<file path="src/rtl/at_command_responder_unit_assert.svh">
// Assertion macros shared by the responder RTL.
// Each macro samples on clk_i and is disabled while rst_ni is low.
`ifndef AT_COMMAND_RESPONDER_UNIT_ASSERT_SVH
`define AT_COMMAND_RESPONDER_UNIT_ASSERT_SVH

`ifndef SYNTHESIS

// Property must hold at every clock edge out of reset.
`define AT_ASSERT(lbl, prop) \
  lbl: assert property (@(posedge clk_i) disable iff (!rst_ni) (prop)) \
    else $error("assertion failed");

// Condition must never be seen at a clock edge out of reset.
`define AT_ASSERT_NEVER(lbl, cond) \
  lbl: assert property (@(posedge clk_i) disable iff (!rst_ni) !(cond)) \
    else $error("forbidden condition seen");

`else

`define AT_ASSERT(lbl, prop)
`define AT_ASSERT_NEVER(lbl, cond)

`endif

`endif

</file>
<file path="src/rtl/atcr_pkg.sv">
`timescale 1ns / 1ps

package atcr_pkg;

  // Line buffer size: a line reaching LINE_BYTES-1 bytes is dropped.
  localparam int LINE_BYTES = 128;
  localparam int LenW       = $clog2(LINE_BYTES);

  localparam logic [7:0] CharCr   = 8'h0D;
  localparam logic [7:0] CharLf   = 8'h0A;
  localparam logic [7:0] CharNull = 8'h00;

  // Text length saturates here; only lengths up to the long command matter.
  localparam int TextW     = 3;
  localparam int ShortLen  = 2;
  localparam int LongLen   = 6;

  // Queue of closed lines waiting for their reply.
  localparam int FifoDepth = 4;
  localparam int FifoAw    = $clog2(FifoDepth);

  // Reply texts.
  localparam int RplIdxW = 5;
  localparam int OkLen   = 6;
  localparam int CsqLen  = 19;
  localparam int ErrLen  = 9;

  localparam logic [8*OkLen-1:0]  OkText  = "\r\nOK\r\n";
  localparam logic [8*CsqLen-1:0] CsqText = "\r\n+CSQ: 20,99\r\nOK\r\n";
  localparam logic [8*ErrLen-1:0] ErrText = "\r\nERROR\r\n";

  typedef enum logic [1:0] {
    KindOk  = 2'd0,
    KindCsq = 2'd1,
    KindErr = 2'd2
  } reply_kind_e;

  // One queued reply request.
  typedef struct packed {
    logic        valid;
    reply_kind_e kind;
  } cmd_t;

  function automatic logic [7:0] short_char(logic idx);
    logic [7:0] c;
    case (idx)
      1'b0:    c = "A";
      default: c = "T";
    endcase
    return c;
  endfunction

  function automatic logic [7:0] long_char(logic [2:0] idx);
    logic [7:0] c;
    case (idx)
      3'd0:    c = "A";
      3'd1:    c = "T";
      3'd2:    c = "+";
      3'd3:    c = "C";
      3'd4:    c = "S";
      3'd5:    c = "Q";
      default: c = CharNull;
    endcase
    return c;
  endfunction

  function automatic logic [RplIdxW-1:0] reply_len(reply_kind_e kind);
    logic [RplIdxW-1:0] n;
    case (kind)
      KindOk:  n = RplIdxW'(OkLen);
      KindCsq: n = RplIdxW'(CsqLen);
      default: n = RplIdxW'(ErrLen);
    endcase
    return n;
  endfunction

  function automatic logic [7:0] reply_byte(reply_kind_e kind, logic [RplIdxW-1:0] idx);
    logic [7:0] b;
    b = CharNull;
    case (kind)
      KindOk: begin
        if (idx < RplIdxW'(OkLen)) b = OkText[8*(OkLen-1-int'(idx)) +: 8];
      end
      KindCsq: begin
        if (idx < RplIdxW'(CsqLen)) b = CsqText[8*(CsqLen-1-int'(idx)) +: 8];
      end
      default: begin
        if (idx < RplIdxW'(ErrLen)) b = ErrText[8*(ErrLen-1-int'(idx)) +: 8];
      end
    endcase
    return b;
  endfunction

endpackage

</file>
<file path="src/rtl/atcr_front.sv">
`timescale 1ns / 1ps
`include "at_command_responder_unit_assert.svh"

module atcr_front
  import atcr_pkg::*;
(
  input  logic       clk_i,
  input  logic       rst_ni,
  input  logic       s_axis_tvalid,
  output logic       s_axis_tready,
  input  logic [7:0] s_axis_tdata,   // [7:0] rx_byte
  input  logic       queue_full_i,
  output cmd_t       push_o
);

  logic [LenW-1:0]  len_q, len_d, len_inc;
  logic [TextW-1:0] text_q, text_d;
  logic             zero_q, zero_d;
  logic             short_ok_q, short_ok_d;
  logic             long_ok_q, long_ok_d;
  logic             accept, is_term;
  logic             short_hit, long_hit;

  assign s_axis_tready = !queue_full_i;
  assign accept        = s_axis_tvalid && s_axis_tready;
  assign is_term       = (s_axis_tdata == CharCr) || (s_axis_tdata == CharLf);
  assign len_inc       = len_q + LenW'(1);

  assign short_hit = (text_q < TextW'(ShortLen))
                  && (short_char(text_q[0]) == s_axis_tdata);
  assign long_hit  = (text_q < TextW'(LongLen))
                  && (long_char(text_q) == s_axis_tdata);

  always_comb begin
    len_d       = len_q;
    text_d      = text_q;
    zero_d      = zero_q;
    short_ok_d  = short_ok_q;
    long_ok_d   = long_ok_q;
    push_o.valid = 1'b0;
    if (short_ok_q && text_q == TextW'(ShortLen)) begin
      push_o.kind = KindOk;
    end else if (long_ok_q && text_q == TextW'(LongLen)) begin
      push_o.kind = KindCsq;
    end else begin
      push_o.kind = KindErr;
    end

    if (accept) begin
      if (is_term) begin
        // Close the line: answer only non-empty lines, then start afresh.
        if (len_q != '0) begin
          push_o.valid = 1'b1;
          len_d        = '0;
          text_d       = '0;
          zero_d       = 1'b0;
          short_ok_d   = 1'b1;
          long_ok_d    = 1'b1;
        end
      end else begin
        if (!zero_q) begin
          if (s_axis_tdata == CharNull) begin
            zero_d = 1'b1;
          end else begin
            short_ok_d = short_ok_q && short_hit;
            long_ok_d  = long_ok_q && long_hit;
            text_d     = (text_q == '1) ? text_q : text_q + TextW'(1);
          end
        end
        // Drop an overlong line silently.
        if (len_inc >= LenW'(LINE_BYTES - 1)) begin
          len_d      = '0;
          text_d     = '0;
          zero_d     = 1'b0;
          short_ok_d = 1'b1;
          long_ok_d  = 1'b1;
        end else begin
          len_d = len_inc;
        end
      end
    end
  end

  always_ff @(posedge clk_i or negedge rst_ni) begin
    if (!rst_ni) begin
      len_q      <= '0;
      text_q     <= '0;
      zero_q     <= 1'b0;
      short_ok_q <= 1'b1;
      long_ok_q  <= 1'b1;
    end else begin
      len_q      <= len_d;
      text_q     <= text_d;
      zero_q     <= zero_d;
      short_ok_q <= short_ok_d;
      long_ok_q  <= long_ok_d;
    end
  end

  `AT_ASSERT_NEVER(a_len_bound, len_q >= LenW'(LINE_BYTES - 1))
  `AT_ASSERT(a_text_within_line, LenW'(text_q) <= len_q)

endmodule

</file>
<file path="src/rtl/atcr_cmd_fifo.sv">
`timescale 1ns / 1ps
`include "at_command_responder_unit_assert.svh"

module atcr_cmd_fifo
  import atcr_pkg::*;
(
  input  logic clk_i,
  input  logic rst_ni,
  input  cmd_t push_i,
  input  logic pop_i,
  output cmd_t head_o,
  output logic full_o
);

  reply_kind_e       mem_q [FifoDepth];
  logic [FifoAw-1:0] wr_q, rd_q;
  logic [FifoAw:0]   cnt_q;

  assign full_o       = (cnt_q == (FifoAw + 1)'(FifoDepth));
  assign head_o.valid = (cnt_q != '0);
  assign head_o.kind  = mem_q[rd_q];

  always_ff @(posedge clk_i) begin
    if (push_i.valid) mem_q[wr_q] <= push_i.kind;
  end

  always_ff @(posedge clk_i or negedge rst_ni) begin
    if (!rst_ni) begin
      wr_q  <= '0;
      rd_q  <= '0;
      cnt_q <= '0;
    end else begin
      if (push_i.valid) wr_q <= wr_q + FifoAw'(1);
      if (pop_i)        rd_q <= rd_q + FifoAw'(1);
      case ({push_i.valid, pop_i})
        2'b10:   cnt_q <= cnt_q + (FifoAw + 1)'(1);
        2'b01:   cnt_q <= cnt_q - (FifoAw + 1)'(1);
        default: cnt_q <= cnt_q;
      endcase
    end
  end

  `AT_ASSERT_NEVER(a_no_overflow, push_i.valid && full_o)
  `AT_ASSERT_NEVER(a_no_underflow, pop_i && !head_o.valid)

endmodule

</file>
<file path="src/rtl/atcr_back.sv">
`timescale 1ns / 1ps

module atcr_back
  import atcr_pkg::*;
(
  input  logic       clk_i,
  input  logic       rst_ni,
  input  cmd_t       head_i,
  output logic       pop_o,
  output logic       m_axis_tvalid,
  input  logic       m_axis_tready,
  output logic [7:0] m_axis_tdata,   // [7:0] tx_byte
  output logic       m_axis_tlast,   // reply_last
  output logic [1:0] m_axis_tuser    // [1:0] reply_kind
);

  logic               out_valid_q, out_valid_d;
  logic               active_q, active_d;
  reply_kind_e        kind_q, kind_d;
  logic [RplIdxW-1:0] idx_q, idx_d;
  logic [7:0]         data_q;
  logic               last_q;
  reply_kind_e        user_q;

  logic               load, have;
  reply_kind_e        cur_kind;
  logic [RplIdxW-1:0] cur_idx;
  logic               cur_last;

  assign load     = !out_valid_q || m_axis_tready;
  assign have     = active_q || head_i.valid;
  assign cur_kind = active_q ? kind_q : head_i.kind;
  assign cur_idx  = active_q ? idx_q : '0;
  assign cur_last = (cur_idx == reply_len(cur_kind) - RplIdxW'(1));
  assign pop_o    = load && !active_q && head_i.valid;

  always_comb begin
    out_valid_d = out_valid_q;
    active_d    = active_q;
    kind_d      = kind_q;
    idx_d       = idx_q;
    if (load) begin
      out_valid_d = have;
      if (have) begin
        active_d = !cur_last;
        kind_d   = cur_kind;
        idx_d    = cur_idx + RplIdxW'(1);
      end
    end
  end

  always_ff @(posedge clk_i or negedge rst_ni) begin
    if (!rst_ni) begin
      out_valid_q <= 1'b0;
      active_q    <= 1'b0;
      kind_q      <= KindOk;
      idx_q       <= '0;
    end else begin
      out_valid_q <= out_valid_d;
      active_q    <= active_d;
      kind_q      <= kind_d;
      idx_q       <= idx_d;
    end
  end

  always_ff @(posedge clk_i) begin
    if (load && have) begin
      data_q <= reply_byte(cur_kind, cur_idx);
      last_q <= cur_last;
      user_q <= cur_kind;
    end
  end

  assign m_axis_tvalid = out_valid_q;
  assign m_axis_tdata  = data_q;
  assign m_axis_tlast  = last_q;
  assign m_axis_tuser  = user_q;

endmodule

</file>
<file path="src/rtl/at_command_responder_unit.sv">
`timescale 1ns / 1ps
// Channel   Dir  Signals                     Payload
// s_axis    in   tvalid/tready/tdata[7:0]    rx_byte
// m_axis    out  tvalid/tready/tdata[7:0]    tx_byte, tlast = reply_last,
//                tlast, tuser[1:0]           tuser = reply_kind
//
// Input bytes are taken at one per cycle while the reply queue has room; a line
// terminator hands a reply request to a four-entry queue in the same cycle.
// A reply of 6, 19 or 9 bytes leaves at one byte per cycle while m_axis_tready
// is high; its request goes through the queue, then the output register.
// s_axis_tready drops only while the reply queue is full.
// Reset (rst_ni, asynchronous, active low) empties the queue and output stage
// and clears the line tracking state.

module at_command_responder_unit
  import atcr_pkg::*;
(
  input  logic       clk_i,
  input  logic       rst_ni,
  input  logic       s_axis_tvalid,
  output logic       s_axis_tready,
  input  logic [7:0] s_axis_tdata,   // [7:0] rx_byte
  output logic       m_axis_tvalid,
  input  logic       m_axis_tready,
  output logic [7:0] m_axis_tdata,   // [7:0] tx_byte
  output logic       m_axis_tlast,   // reply_last
  output logic [1:0] m_axis_tuser    // [1:0] reply_kind
);

  cmd_t push;
  cmd_t head;
  logic queue_full;
  logic pop;

  // Front: track the line with running prefix flags and classify it on close.
  atcr_front u_front (
    .clk_i        (clk_i),
    .rst_ni       (rst_ni),
    .s_axis_tvalid(s_axis_tvalid),
    .s_axis_tready(s_axis_tready),
    .s_axis_tdata (s_axis_tdata),
    .queue_full_i (queue_full),
    .push_o       (push)
  );

  // Hold pending reply requests so input and output stall independently.
  atcr_cmd_fifo u_cmd_fifo (
    .clk_i (clk_i),
    .rst_ni(rst_ni),
    .push_i(push),
    .pop_i (pop),
    .head_o(head),
    .full_o(queue_full)
  );

  // Back: advance through the canned reply text, one byte per output transfer.
  atcr_back u_back (
    .clk_i        (clk_i),
    .rst_ni       (rst_ni),
    .head_i       (head),
    .pop_o        (pop),
    .m_axis_tvalid(m_axis_tvalid),
    .m_axis_tready(m_axis_tready),
    .m_axis_tdata (m_axis_tdata),
    .m_axis_tlast (m_axis_tlast),
    .m_axis_tuser (m_axis_tuser)
  );

endmodule

</file>
<file path="config.mk">
export PLATFORM = sky130hd
export DESIGN_NAME = at_command_responder_unit
export DESIGN_NICKNAME = d
export VERILOG_FILES = /design/src/rtl/atcr_pkg.sv /design/src/rtl/atcr_front.sv /design/src/rtl/atcr_cmd_fifo.sv /design/src/rtl/atcr_back.sv /design/src/rtl/at_command_responder_unit.sv
export VERILOG_INCLUDE_DIRS = /design/src /design/src/rtl
export SDC_FILE = /design/constraint.sdc
export NUM_CORES = 1
export LEC_CHECK = 0
export BUFFER_PORTS_ARGS = -buffer_cell sky130_fd_sc_hd__buf_2
export CORE_MARGIN = 5
export CORE_UTILIZATION = 50
export DETAILED_ROUTE_END_ITERATION = 10
export GPL_ROUTABILITY_DRIVEN = 0
export GPL_TIMING_DRIVEN = 1
export HOLD_SLACK_MARGIN = 0.05
export PLACE_DENSITY = 0.68
export SLEW_MARGIN = 10
export SYNTH_ARGS = -nofsm -noshare
export SYNTH_HDL_FRONTEND = slang
export SYNTH_SLANG_ARGS = --single-unit
</file>
<file path="constraint.sdc">
create_clock -name clk_i -period 5.35 [get_ports clk_i]
set_clock_uncertainty 0.1 [all_clocks]
set_input_delay 0.2675 -clock clk_i [delete_from_list [all_inputs] [get_ports clk_i]]
set_output_delay 0.2675 -clock clk_i [all_outputs]
set_load 0.1 [all_outputs]
</file>
# After elaboration in Yosys (flattened, before gate mapping)
# Memories as Yosys holds them, arrays and structs flattened.
# Cells that the tools add are included.
# op_classes
addsub,11
n_mul,0
n_div,0
magnitude_cmp,6
eq_ne,20
shift,3
mux,40
n_bitwise,0
n_reduce_logical,27
# op_table
cell,n
$shiftx A152 B32 Y8 const A,1
$shiftx A72 B32 Y8 const A,1
$shiftx A48 B32 Y8 const A,1
$pmux W7 S6,1
$mux W8,3
$mux W7,3
$mux W1,19
$mux W3,6
$eq A7 B8 Y1,2
$eq A8 B4 Y1 const B,2
$pmux W8 S2,1
$eq A3 B3 Y1 const B,5
$logic_and A1 B1 Y1,10
$mux W5,2
$pmux W5 S2,1
$logic_not A8 Y1,1
$add A7 B1 Y7 const B,1
$ge A7 B7 Y1 const B,1
$reduce_bool A7 Y1,1
$add A3 B1 Y3 const B,2
$eq A3 B2 Y1 const B,2
$mux W2,3
$ne A3 B2 Y1 const B,2
$pmux W3 S2,1
other kinds (27),35
# word_totals
ff_bits,40
latch_bits,0
ram_bits,8
rom_bits,0
input_bits,12
n_memories,1
# memory_table
name,depth,word_bits,rd,rd_clocked_by_memory_dff,wr,line,rtl
u_cmd_fifo.mem_q,4,2,1,0,1,atcr_cmd_fifo.sv:15,reply_kind_e mem_q [FifoDepth];

# Longest topological paths before layout
# Gate-level depths: netlist (run 1).
# depth
depth_word,9
depth_mapped,12
ltp_nobuf,12

# By module
# Synthesis (run 1) repeated with hierarchy kept, for this count alone.
# unflattened
cells_unflattened,413
hier_area_um2,3627.2
# modules_own_cells
module,n_inst,cells_each,area_each_um2,seq_area_each_um2
atcr_back,1,228,1757.9,525.5
atcr_front,1,142,1188.6,327.8
atcr_cmd_fifo,1,43,680.7,415.4

# Least setup slack after synthesis (run 1)
# Ideal clock, no wire load.
# synth_timing
path_type,reg2reg
start,register u_cmd_fifo.cnt_q[1]
end,register u_cmd_fifo.cnt_q[2]
arrival_ns,2.620
required_time_ns,5.171
slack_ns,2.551
stages_incl_launch_ff,11
n_path_buf,0
synth_period_minus_slack_ns,2.799
cell_sequence,dfrtp_1 or3b_2 nand2_1 nor3b_2 inv_1 ha_1 inv_1 fa_1 xor2_1 nor2_1 xor2_1
# synth_via
elab_chain_len,6
# synth_lines
item,line,rtl
"start, declared",atcr_cmd_fifo.sv:17,logic [FifoAw:0] cnt_q;
"start signal, assigned",atcr_cmd_fifo.sv:36,2'b10: cnt_q <= cnt_q + (FifoAw + 1)'(1);
"start signal, assigned",atcr_cmd_fifo.sv:37,2'b01: cnt_q <= cnt_q - (FifoAw + 1)'(1);
"start signal, assigned",atcr_cmd_fifo.sv:38,default: cnt_q <= cnt_q;
$eq A3 B3 Y1 (*),atcr_cmd_fifo.sv:19,assign full_o = (cnt_q == (FifoAw + 1)'(FifoDepth));
$logic_not A1 Y1 (*),atcr_front.sv:24,assign s_axis_tready = !queue_full_i;
named net s_axis_tready,at_command_responder_unit.sv:21,"output logic s_axis_tready,"
$logic_and A1 B1 Y1 (*),atcr_front.sv:25,assign accept = s_axis_tvalid && s_axis_tready;
$mux W1 (*),atcr_front.sv:49,if (accept) begin
$eq A2 B1 Y1 / $eq A2 B2 Y1 (equally long branches),atcr_cmd_fifo.sv:35,"case ({push_i.valid, pop_i})"
$pmux W3 S2 / $reduce_bool A2 Y1 (equally long branches),--,
# The timed path passes the listed nets; every way through them passes the cells marked *.
# A chain may end at the register's enable or synchronous reset.

# Final worst setup path (run 1)
# layout_timing
start,register u_back.idx_q[0]
end,"register u_back.data_q[5], in the netlist u_back.m_axis_tdata[5] (data pin)"
# layout_via
elab_chain_len,5
# layout_lines
item,line,rtl
"start, declared",atcr_back.sv:20,"logic [RplIdxW-1:0] idx_q, idx_d;"
"start signal, assigned",atcr_back.sv:62,idx_q <= idx_d;
$mux W5 (*),atcr_back.sv:33,assign cur_idx = active_q ? idx_q : '0;
$sub A5 B5 Y6 (tied with other cells),atcr_pkg.sv:85,if (idx < RplIdxW'(CsqLen)) b = CsqText[8*(CsqLen-1-int'(idx)) +: 8];
$shiftx A152 B32 Y8 (tied with other cells),atcr_pkg.sv:85,
$mux W8 (on tied branches),"atcr_pkg.sv:85, atcr_pkg.sv:82, atcr_pkg.sv:88",
$pmux W8 S2 (*),atcr_pkg.sv:80,case (kind)
"end signal, assigned",atcr_back.sv:68,"data_q <= reply_byte(cur_kind, cur_idx);"
"end, declared",atcr_back.sv:21,logic [7:0] data_q;
# Every way passes the cells marked *; elsewhere a longest branch is shown, timed or not.

==> run_results.csv, run 1 <==
group,metric,value,unit
synth,yosysSeqAreaShare,0.347,
routing,drt-total-wl,8230,µm
critical_path,worst-setup-path-type,"reg -> reg",
clock_tree,post_cts_buffers,0,
pwr,intPower,1080,µW
global_route,grt_pass1_vias,2820,
global_route,grt_max_degree,41,
sta,rsz0062_at_grt,"no",
global_route,grt_pass1_wl,13600,µm
global_route,grt-ovfl-total,0,
critical_path,cp-end-kind,"flip-flop",
critical_path,crit_required,5.32,ns
cells_and_area,antenna_cells,0,
pwr,p_leak,0.00160,µW
cells_and_area,design_area,0.00387,mm²
sta,fin_ws,1.97,ns
cells_and_area,nNetsFinal,445,
sta,min_period,3.38,ns
routing,antenna_left,0,
synth,synth_common_cells,"nand2_1, dfrtp_1, a21oi_1, nor2_1, ha_1",
pwr,seq_power_share,0.310,
routing,routedWlPerCell,16.1,µm
synth,synth_cells,403,
die,coreArea,0.00718,mm²
sta,hold_viol_final,0,
sta,fin_crit_sh,0.631,
routing,drtPass1Iterations,5,
synth,synth_top_cell_area_share,0.185,
pwr,clockPowerShare,0.099,
routing,drt_iter0_drc,183,
clock_tree,cts_made_buffers,5,
critical_path,cp_cell_sequence,"nand2_1, clkinv_1, ha_1, nor3_1, o22ai_1, a21o_1, a31oi_1, nand2_1, a211o_1",
synth,synth_largest_area_cell,"dfrtp_1",
min_path,hold_depth,4,
die,fp-row-count,31,
clock_tree,path_clk_slew,0.10,ns
routing,drc,0,
clock_tree,cts_buffer_depth,2,
synth,synth.most_common_cell,"nand2_1",
synth,synth_cell_types,85,
critical_path,cpPeakStageDelay,0.64,ns
critical_path,arrival,3.34,ns
cells_and_area,regArea,0.00127,mm²
die,start_util,0.509,
synth,yosys_most_used_dff,"dfrtp_1",
cells_and_area,area_growth,5.82,%
pwr,ir_drop,0.182,mV
synth,synthTopCellsByArea,"dfrtp_1, edfxtp_1, ha_1",
synth,syn_area,0.00365,mm²
critical_path,cpMostUsedCell,"nand2_1",
placement,dpl_cell_area,0.00377,mm²
synth,synth_edf_count,18,
cells_and_area,fin_cells,511,
pwr,p_per_area,593,mW/mm²
placement,dpl.hpwl,5910,µm
routing,avgViaCountPerCell,5.94,
placement,pre_cts_ws,2.08,ns
clock_tree,cts_root_buf,"clkbuf_8",
sta,tns,0,ns
sta,worst_pin_slew,0.826,ns
critical_path,critPathMaxFanout,22,
clock_tree,clock_sinks,47,
run,cap_viol_max_count,0,
pwr,p_sw,1210,µW
placement,portBuffers,23,
cells_and_area,multi_input_area,0.00218,mm²
cells_and_area,nFillCells,687,
die,die-area,0.00912,mm²
critical_path,cp_num_buf_inv,1,
synth,synth_nets,437,
synth,async_reset_ff_frac,0.617,
routing,vias,3036,
min_path,hp-class,"in -> reg",
outcome,status,"completed",
clock_tree,cts_tree,"built",
synth,synth_warnings,0,
critical_path,crit_slowest_cell,"dfrtp_1",
placement,placedCellCount,502,
sta,slew_headroom,0.449,
pwr,power_frac_comb,0.592,
critical_path,crit_family,"compound AO/OA/AOI/OAI gates",
global_route,antenna_found_initial,0,
die,die_x,95.5,µm
critical_path,cp-start-kind,"flip-flop",
sta,fmax,296,MHz
pwr,power_switching_share,0.528,
global_route,grt.total_usage,0.189,
cells_and_area,drive_gt1_frac,0.138,
sta,finalMaxSlewViolations,0,
critical_path,crit_cells,9,
die,die_h,95.5,µm
clock_tree,clk_latency,0.31,ns
synth,ys_ff_latch,47,
cells_and_area,final_core_util,0.539,
sta,finalSetupViolCount,0,
clock_tree,htreeDepth,2,
die,ios,25,
critical_path,r2r_cells,9,
synth,avgSynthCellArea,9.07,µm²
[cells in the final DEF (no fill, tap or decap), types with 8 or more instances in the layout]
cell type   n
a21o_1      8
a21oi_1    24
and2_1     10
buf_2      23
dfrtp_1    27
edfxtp_1   18
ha_1       21
inv_1      19
nand2_1    38
nand2b_1    9
nand3_1    10
nor2_1     24
nor3_1     11
o21ai_0    13
o21ai_1     9
or3_1       8
xnor2_1    11
[tightest hold or removal path: stages]
cell and delay, ns:
buf_2 0.11, a2111oi_0 0.06, a21oi_1 0.15, o21ai_1 0.07
[power by group through the flow]
stage | Sequential [µW] | Combinational (µW) | Clock (µW)
2_1_floorplan | 725 | 1050 | 0
3_3_place_gp | 710 | 1320 | 0
3_5_place_dp | 710 | 1330 | 0
4_1_cts | 704 | 1340 | 232
5_1_grt | 736 | 1480 | 243
6_report | 710 | 1360 | 227
[final timing paths]
kind,start,slack [ns],to
setup / recovery,u_back.idx_q[0],1.97,u_back.m_axis_tdata[5]
hold / removal,s_axis_tdata[7],0.25,u_front.long_ok_q
setup reg to reg,u_back.idx_q[0],1.97,u_back.m_axis_tdata[5]
hold reg to reg,u_front.long_ok_q,0.38,u_front.long_ok_q
max in group asynchronous,rst_ni,4.26,u_cmd_fifo.rd_q[1]
min in group asynchronous,rst_ni,0.43,u_front.len_q[0]
[cells by family (layout without fill, tap and decap cells)]
| family | Yosys count | after routing | share of synthesized area |
|---|---|---|---|
| flops | 47 | 47 | 0.347 |
| compound gates | 109 | 109 | 0.207 |
| fa+ha+maj | 22 | 22 | 0.0774 |
| buf+inv | 44 | 53 | 0.0568 |
| simple gates | 149 | 149 | 0.223 |
| xor+xnor | 18 | 18 | 0.0452 |
| other cells | 1 | 1 | 0.00103 |
| mux | 13 | 13 | 0.0418 |
[flip-flops by register name, summed over array words and instances, names as in the netlist]
signal                cells
u_front.short_ok_q        1
u_back.active_q           1
u_back.kind_q             2
u_back.m_axis_tuser       2
u_back.m_axis_tlast       1
u_cmd_fifo.cnt_q          3
u_front.text_q            3
u_cmd_fifo.wr_q           2
u_front.long_ok_q         1
u_cmd_fifo.mem_q          8
u_front.len_q             7
u_back.idx_q              5
u_back.m_axis_tdata       7
u_back.m_axis_tvalid      1
u_cmd_fifo.rd_q           2
u_front.zero_q            1
[area by class of cell]
| class | count | area share |
|---|---|---|
| multi-input cells | 312 | 0.563 |
| clock inverters | 3 | 0.00518 |
| well taps | 99 | 0.0320 |
| inverters | 20 | 0.0194 |
| repair buffers | 25 | 0.0343 |
| clock buffers | 5 | 0.0178 |
| flip-flops and latches | 47 | 0.328 |
[routing by layer]
layer,share of wire,vias up,track usage
li1,-,1480,-
met1,0.43,1432,0.236
met2,0.48,107,0.321
met3,0.055,17,0.0292
met4,0.030,0,0.0841
met5,0,-,0
[through the flow]
step,hold WS (ns),total power (µW)
6_report,0.249,2290
5_1_grt,0.289,2460
4_1_cts,0.239,2280
3_5_place_dp,0.254,2040
3_3_place_gp,0.242,2030
2_1_floorplan,-0.128,1770
[what timing repair did]
item,4_1_cts,5_1_grt
endpoints found under the hold margin,27,0
resized for setup,0,0
hold buffers,1,0
Note: power is estimated with default switching activity, not from simulation.
==> run 2: changes to the inputs <==
==> constraint.sdc (replaced) <==
create_clock -name clk_i -period 3.4 [get_ports clk_i]
set_clock_uncertainty 0.1 [all_clocks]
set_input_delay 0.17 -clock clk_i [delete_from_list [all_inputs] [get_ports clk_i]]
set_output_delay 0.17 -clock clk_i [all_outputs]
set_load 0.1 [all_outputs]
==> run 2 against run 1 <==
Against the previous run: sequential share of layout area decreased by 0.54 points; clock-buffer cell count unchanged; combinational power increased by 65%; critical path type unchanged; critical endpoint unchanged; largest power group unchanged.
==> run_results.csv, run 2 (synthesis results as in run 1) <==
group,metric,value,unit
critical_path,cp-end-kind,"flip-flop",
cells_and_area,final_core_util,0.548,
critical_path,cp_cell_sequence,"nand2_1, clkinv_1, ha_1, nor3_1, o22ai_1, a21o_1, a31oi_1, nand2_1, a211o_1",
routing,routedWlPerCell,15.6,µm
sta,slew_headroom,0.513,
sta,fmax,358,MHz
sta,fin_crit_sh,0.821,
routing,drt-total-wl,8040,µm
sta,worst_pin_slew,0.730,ns
die,fp-row-count,31,
sta,min_period,2.79,ns
die,die_x,95.5,µm
clock_tree,cts_root_buf,"clkbuf_8",
cells_and_area,largest_reg_flops,8,
clock_tree,clk_latency,0.30,ns
cells_and_area,antenna_cells,0,
die,coreArea,0.00718,mm²
routing,avgViaCountPerCell,5.90,
sta,rsz0062_at_grt,"no",
global_route,grt_max_degree,31,
placement,dpl_cell_area,0.00380,mm²
min_path,hp-class,"in -> reg",
cells_and_area,nNetsFinal,450,
clock_tree,htreeDepth,2,
cells_and_area,final_common_cell,"nand2_1",
global_route,antenna_found_initial,0,
global_route,grt.total_usage,0.186,
critical_path,cpMostUsedCell,"nand2_1",
die,ios,25,
pwr,p_leak,0.00164,µW
clock_tree,cts_buffer_depth,2,
critical_path,cp-start-kind,"flip-flop",
clock_tree,hold_buffers,1,
global_route,grt_pass1_wl,13600,µm
clock_tree,path_clk_slew,0.10,ns
sta,finalSetupViolCount,0,
routing,vias,3045,
placement,dpl.hpwl,5920,µm
clock_tree,cts_tree,"built",
sta,tns,0,ns
global_route,grt_pass1_vias,2911,
routing,drtPass1Iterations,5,
critical_path,crit_family,"compound AO/OA/AOI/OAI gates",
critical_path,arrival,2.75,ns
routing,drt_iter0_drc,199,
cells_and_area,area_growth,7.60,%
clock_tree,cts_made_buffers,5,
outcome,status,"completed",
sta,hold_viol_final,0,
pwr,p_per_area,945,mW/mm²
cells_and_area,nFillCells,634,
global_route,grt-ovfl-total,0,
die,start_util,0.509,
critical_path,crit_required,3.36,ns
routing,drc,0,
die,die_h,95.5,µm
cells_and_area,design_area,0.00393,mm²
cells_and_area,top_register,"u_cmd_fifo.mem_q",
clock_tree,clock_sinks,47,
die,die-area,0.00912,mm²
sta,finalMaxSlewViolations,0,
clock_tree,post_cts_buffers,0,
critical_path,worst-setup-path-type,"reg -> reg",
run,cap_viol_max_count,0,
critical_path,cpPeakStageDelay,0.51,ns
critical_path,critPathMaxFanout,12,
cells_and_area,drive_gt1_frac,0.151,
clock_tree,cts_repair_resize_count,0,
placement,portBuffers,23,
cells_and_area,final_cell_mix,"nand2_1, dfrtp_1, nor2_1, a21oi_1, buf_2",
critical_path,cp_num_buf_inv,1,
routing,antenna_left,0,
critical_path,crit_slowest_cell,"dfrtp_1",
sta,whs,0.168,ns
pwr,ir_drop,0.423,mV
run 2: routing by layer:
layer / global-route usage / vias up / wire (µm)
li1: - / 1490 / -
met1: 0.235 / 1447 / 3460
met2: 0.329 / 94 / 4080
met3: 0.0260 / 14 / 364
met4: 0.0569 / 0 / 129
met5: 0 / - / 0
run 2: final cells by class:
cell class	count	area (µm²)	area share
Clock buffer	5	68.8	0.0175
Clock inverter	3	47.5	0.0121
Inverter	20	75.1	0.0191
Multi-Input combinational cell	312	2180	0.554
Sequential cell	47	1270	0.323
Tap cell	99	124	0.0315
Timing Repair Buffer	30	170	0.0433
run 2: per-stage QoR:
| stage | worst slack (ns) | instances | total power [µW] |
|---|---|---|---|
| 6_report | 0.609 | 516 | 3710 |
| 5_1_grt | 0.386 | 516 | 3990 |
| 4_1_cts | 0.627 | 516 | 3700 |
| 3_5_place_dp | 0.656 | 507 | 3260 |
| 3_3_place_gp | 0.727 | 507 | 3230 |
| 2_1_floorplan | 0.601 | 403 | 2790 |
run 2: worst paths after layout:
path / startpoint / end / slack (ns) / depth (start not counted)
setup / recovery: u_back.active_q / u_back.m_axis_tdata[5] / 0.61 / 9
hold / removal: s_axis_tdata[7] / u_front.long_ok_q / 0.17 / 4
setup reg to reg: u_back.active_q / u_back.m_axis_tdata[5] / 0.61 / 9
hold reg to reg: u_front.long_ok_q / u_front.long_ok_q / 0.38 / 2
max in group asynchronous: rst_ni / u_back.idx_q[2] / 2.42 / 2
min in group asynchronous: rst_ni / u_back.kind_q[0] / 0.34 / 2
run 2: where the power goes:
part	internal, µW	switching [µW]
Combinational	816	1440
Sequential	784	259
Clock	223	197
Total	1820	1890
run 2: worst register-to-register path: stages, from the launching register on:
cell      delay, ns
dfrtp_1        0.51
nand2_1        0.14
clkinv_1       0.15
ha_1           0.24
nor3_1         0.37
o22ai_1        0.29
a21o_1         0.25
a31oi_1        0.15
nand2_1        0.07
a211o_1        0.29
==> run 3: changes to the inputs <==
--- a/config.mk
+++ b/config.mk
@@ -13,7 +13,7 @@
 export GPL_ROUTABILITY_DRIVEN = 0
 export GPL_TIMING_DRIVEN = 1
 export HOLD_SLACK_MARGIN = 0.05
-export PLACE_DENSITY = 0.68
+export PLACE_DENSITY = 0.71
 export SLEW_MARGIN = 10
 export SYNTH_ARGS = -nofsm -noshare
 export SYNTH_HDL_FRONTEND = slang
==> constraint.sdc (replaced) <==
create_clock -name clk_i -period 2.4 [get_ports clk_i]
set_clock_uncertainty 0.1 [all_clocks]
set_input_delay 0.12 -clock clk_i [delete_from_list [all_inputs] [get_ports clk_i]]
set_output_delay 0.12 -clock clk_i [all_outputs]
set_load 0.1 [all_outputs]
==> run 3 against run 2 <==
Against the previous run: fmax grew 22%; hold slack lost 0.068 ns; non-clock buffer count grew 42; worst setup slack lost 0.50 ns.
==> run_results.csv, run 3 (synthesis results as in run 1) <==
group,metric,value,unit
run,cap_viol_max_count,0,
global_route,grt_max_degree,34,
sta,worst_pin_slew,0.663,ns
sta,whs,0.100,ns
cells_and_area,nNetsFinal,493,
min_path,hp-class,"in -> reg",
critical_path,regToRegEndpoint,"u_front.len_q[0]",
clock_tree,cts_buffer_depth,2,
sta,fin_crit_sh,0.956,
global_route,grt-ovfl-total,0,
routing,routedWlPerCell,16.0,µm
routing,avgViaCountPerCell,5.86,
critical_path,critPathMaxFanout,5,
routing,met1_length,3690,µm
clock_tree,clock_sinks,47,
critical_path,cp-end-kind,"flip-flop",
die,ios,25,
die,fp-row-count,31,
die,coreArea,0.00718,mm²
routing,antenna_left,0,
routing,met3WireLength,512,µm
cells_and_area,antenna_cells,0,
global_route,grt_pass1_vias,3154,
sta,min_period,2.29,ns
placement,portBuffers,23,
critical_path,worst-setup-path-type,"reg -> reg",
routing,drt_iter0_drc,167,
sta,finalMaxSlewViolations,0,
cells_and_area,final_common_cell,"buf_4",
global_route,grt.total_usage,0.205,
critical_path,crit_slowest_cell,"dfrtp_1",
sta,hold_viol_final,0,
cells_and_area,area_growth,21.0,%
cells_and_area,drive_gt1_frac,0.278,
critical_path,cpPeakStageDelay,0.43,ns
routing,met2_length,4450,µm
routing,drt-total-wl,8920,µm
cells_and_area,final_core_util,0.616,
pwr,p_per_area,1370,mW/mm²
routing,drc,0,
critical_path,r2r_cells,8,
critical_path,cp_cell_sequence,"buf_4, ha_1, nor2b_1, mux2i_1, a2111oi_4, a21bo_2, nor2_2, mux2_2",
critical_path,cp-start-kind,"flip-flop",
min_path,worstHoldStart,"s_axis_tdata[7]",
sta,fmax,436,MHz
sta,finalSetupViolCount,0,
die,die-area,0.00912,mm²
cells_and_area,design_area,0.00442,mm²
clock_tree,cts_tree,"built",
routing,drtPass1Iterations,5,
clock_tree,path_clk_slew,0.10,ns
outcome,status,"completed",
placement,dpl_cell_area,0.00415,mm²
min_path,hold_depth,4,
clock_tree,clk_latency,0.30,ns
routing,top_layer,"met4",
global_route,antenna_found_initial,0,
die,die_x,95.5,µm
sta,tns,0,ns
cells_and_area,largest_reg_flops,8,
die,start_util,0.509,
pwr,ir_drop,0.587,mV
clock_tree,cts_root_buf,"clkbuf_8",
cells_and_area,final_cell_mix,"buf_4, nand2_1, dfrtp_1",
critical_path,reg2reg_slack,0.11,ns
global_route,grt_pass1_wl,14700,µm
clock_tree,cts_made_buffers,5,
routing,vias,3278,
sta,slew_headroom,0.558,
placement,dpl.hpwl,6690,µm
pwr,p_leak,0.00188,µW
critical_path,crit_required,2.50,ns
clock_tree,htreeDepth,2,
die,die_h,95.5,µm
critical_path,rr_startpoint,"u_front.len_q[0]",
cells_and_area,top_register,"u_cmd_fifo.mem_q",
min_path,min_to,"u_front.long_ok_q",
critical_path,arrival,2.39,ns
run 3: changes by cell type in the layout (fill, tap and decap cells not counted), sizes merged:
| cell | before | now |
|---|---|---|
| bufinv | 1 | 2 |
| buf | 29 | 71 |
| clkinv | 2 | 0 |
| a21bo | 1 | 2 |
| inv | 20 | 21 |
run 3: layer usage:
layer | global-route usage | vias up
li1 | - | 1583
met3 | 0.0331 | 24
met4 | 0.0782 | 0
met5 | 0 | -
met1 | 0.252 | 1546
met2 | 0.360 | 125
run 3: area by class of cell:
cell class,count,area [µm²]
Fill cell,594,2760
Multi-Input combinational cell,313,2320
Sequential cell,47,1270
Timing Repair Buffer,72,489
Tap cell,99,124
Inverter,20,75.1
Clock inverter,3,71.3
Clock buffer,5,68.8
run 3: worst max path at each step:
stage	startpoint	end	slack [ns]	cells past startpoint
after floorplan	u_cmd_fifo.cnt_q[0]	u_cmd_fifo.cnt_q[2]	-0.01	10
after global placement	u_back.active_q	u_back.m_axis_tdata[1]	0.08	6
after detailed placement	u_front.len_q[0]	u_cmd_fifo.cnt_q[2]	-0.03	12
after CTS	u_front.len_q[0]	u_cmd_fifo.cnt_q[2]	0.008	12
after global routing	u_front.len_q[0]	u_front.len_q[5]	-0.03	8
final	u_front.len_q[0]	u_front.len_q[0]	0.11	8
run 3: metrics by stage:
stage | instances | power, µW | worst slack [ns]
floorplan | 403 | 4110 | -0.0118
global route | 559 | 6510 | -0.0336
finish | 559 | 6070 | 0.107
global placement | 544 | 5020 | 0.0755
detailed placement | 544 | 5090 | -0.0324
CTS | 553 | 5830 | 0.00753
run 3: worst max-delay path: cells and delay by family (launching register included):
family | cells | cell delay, ns
muxes | 2 | 0.38
DFF | 1 | 0.43
adders and majority gates | 1 | 0.23
and+or+nand+nor | 2 | 0.18
buffers and inverters | 1 | 0.15
AOI/OAI and AO/OA | 2 | 0.71
run 3: what timing repair did:
action | in CTS | in global routing
setup endpoints to repair | 1 | 16
hold buffers | 1 | 0
pin swaps | 1 | 7
hold endpoints to repair | 27 | 0
cloned | 0 | 1
setup buffers | 0 | 5
resized for setup | 2 | 12
run 3: report_power, final:
group          switching (µW)  leakage [µW]  internal, µW
combinational            2350       0.00132          1660
sequential                249      0.000497          1110
clock                     290     0.0000703           423
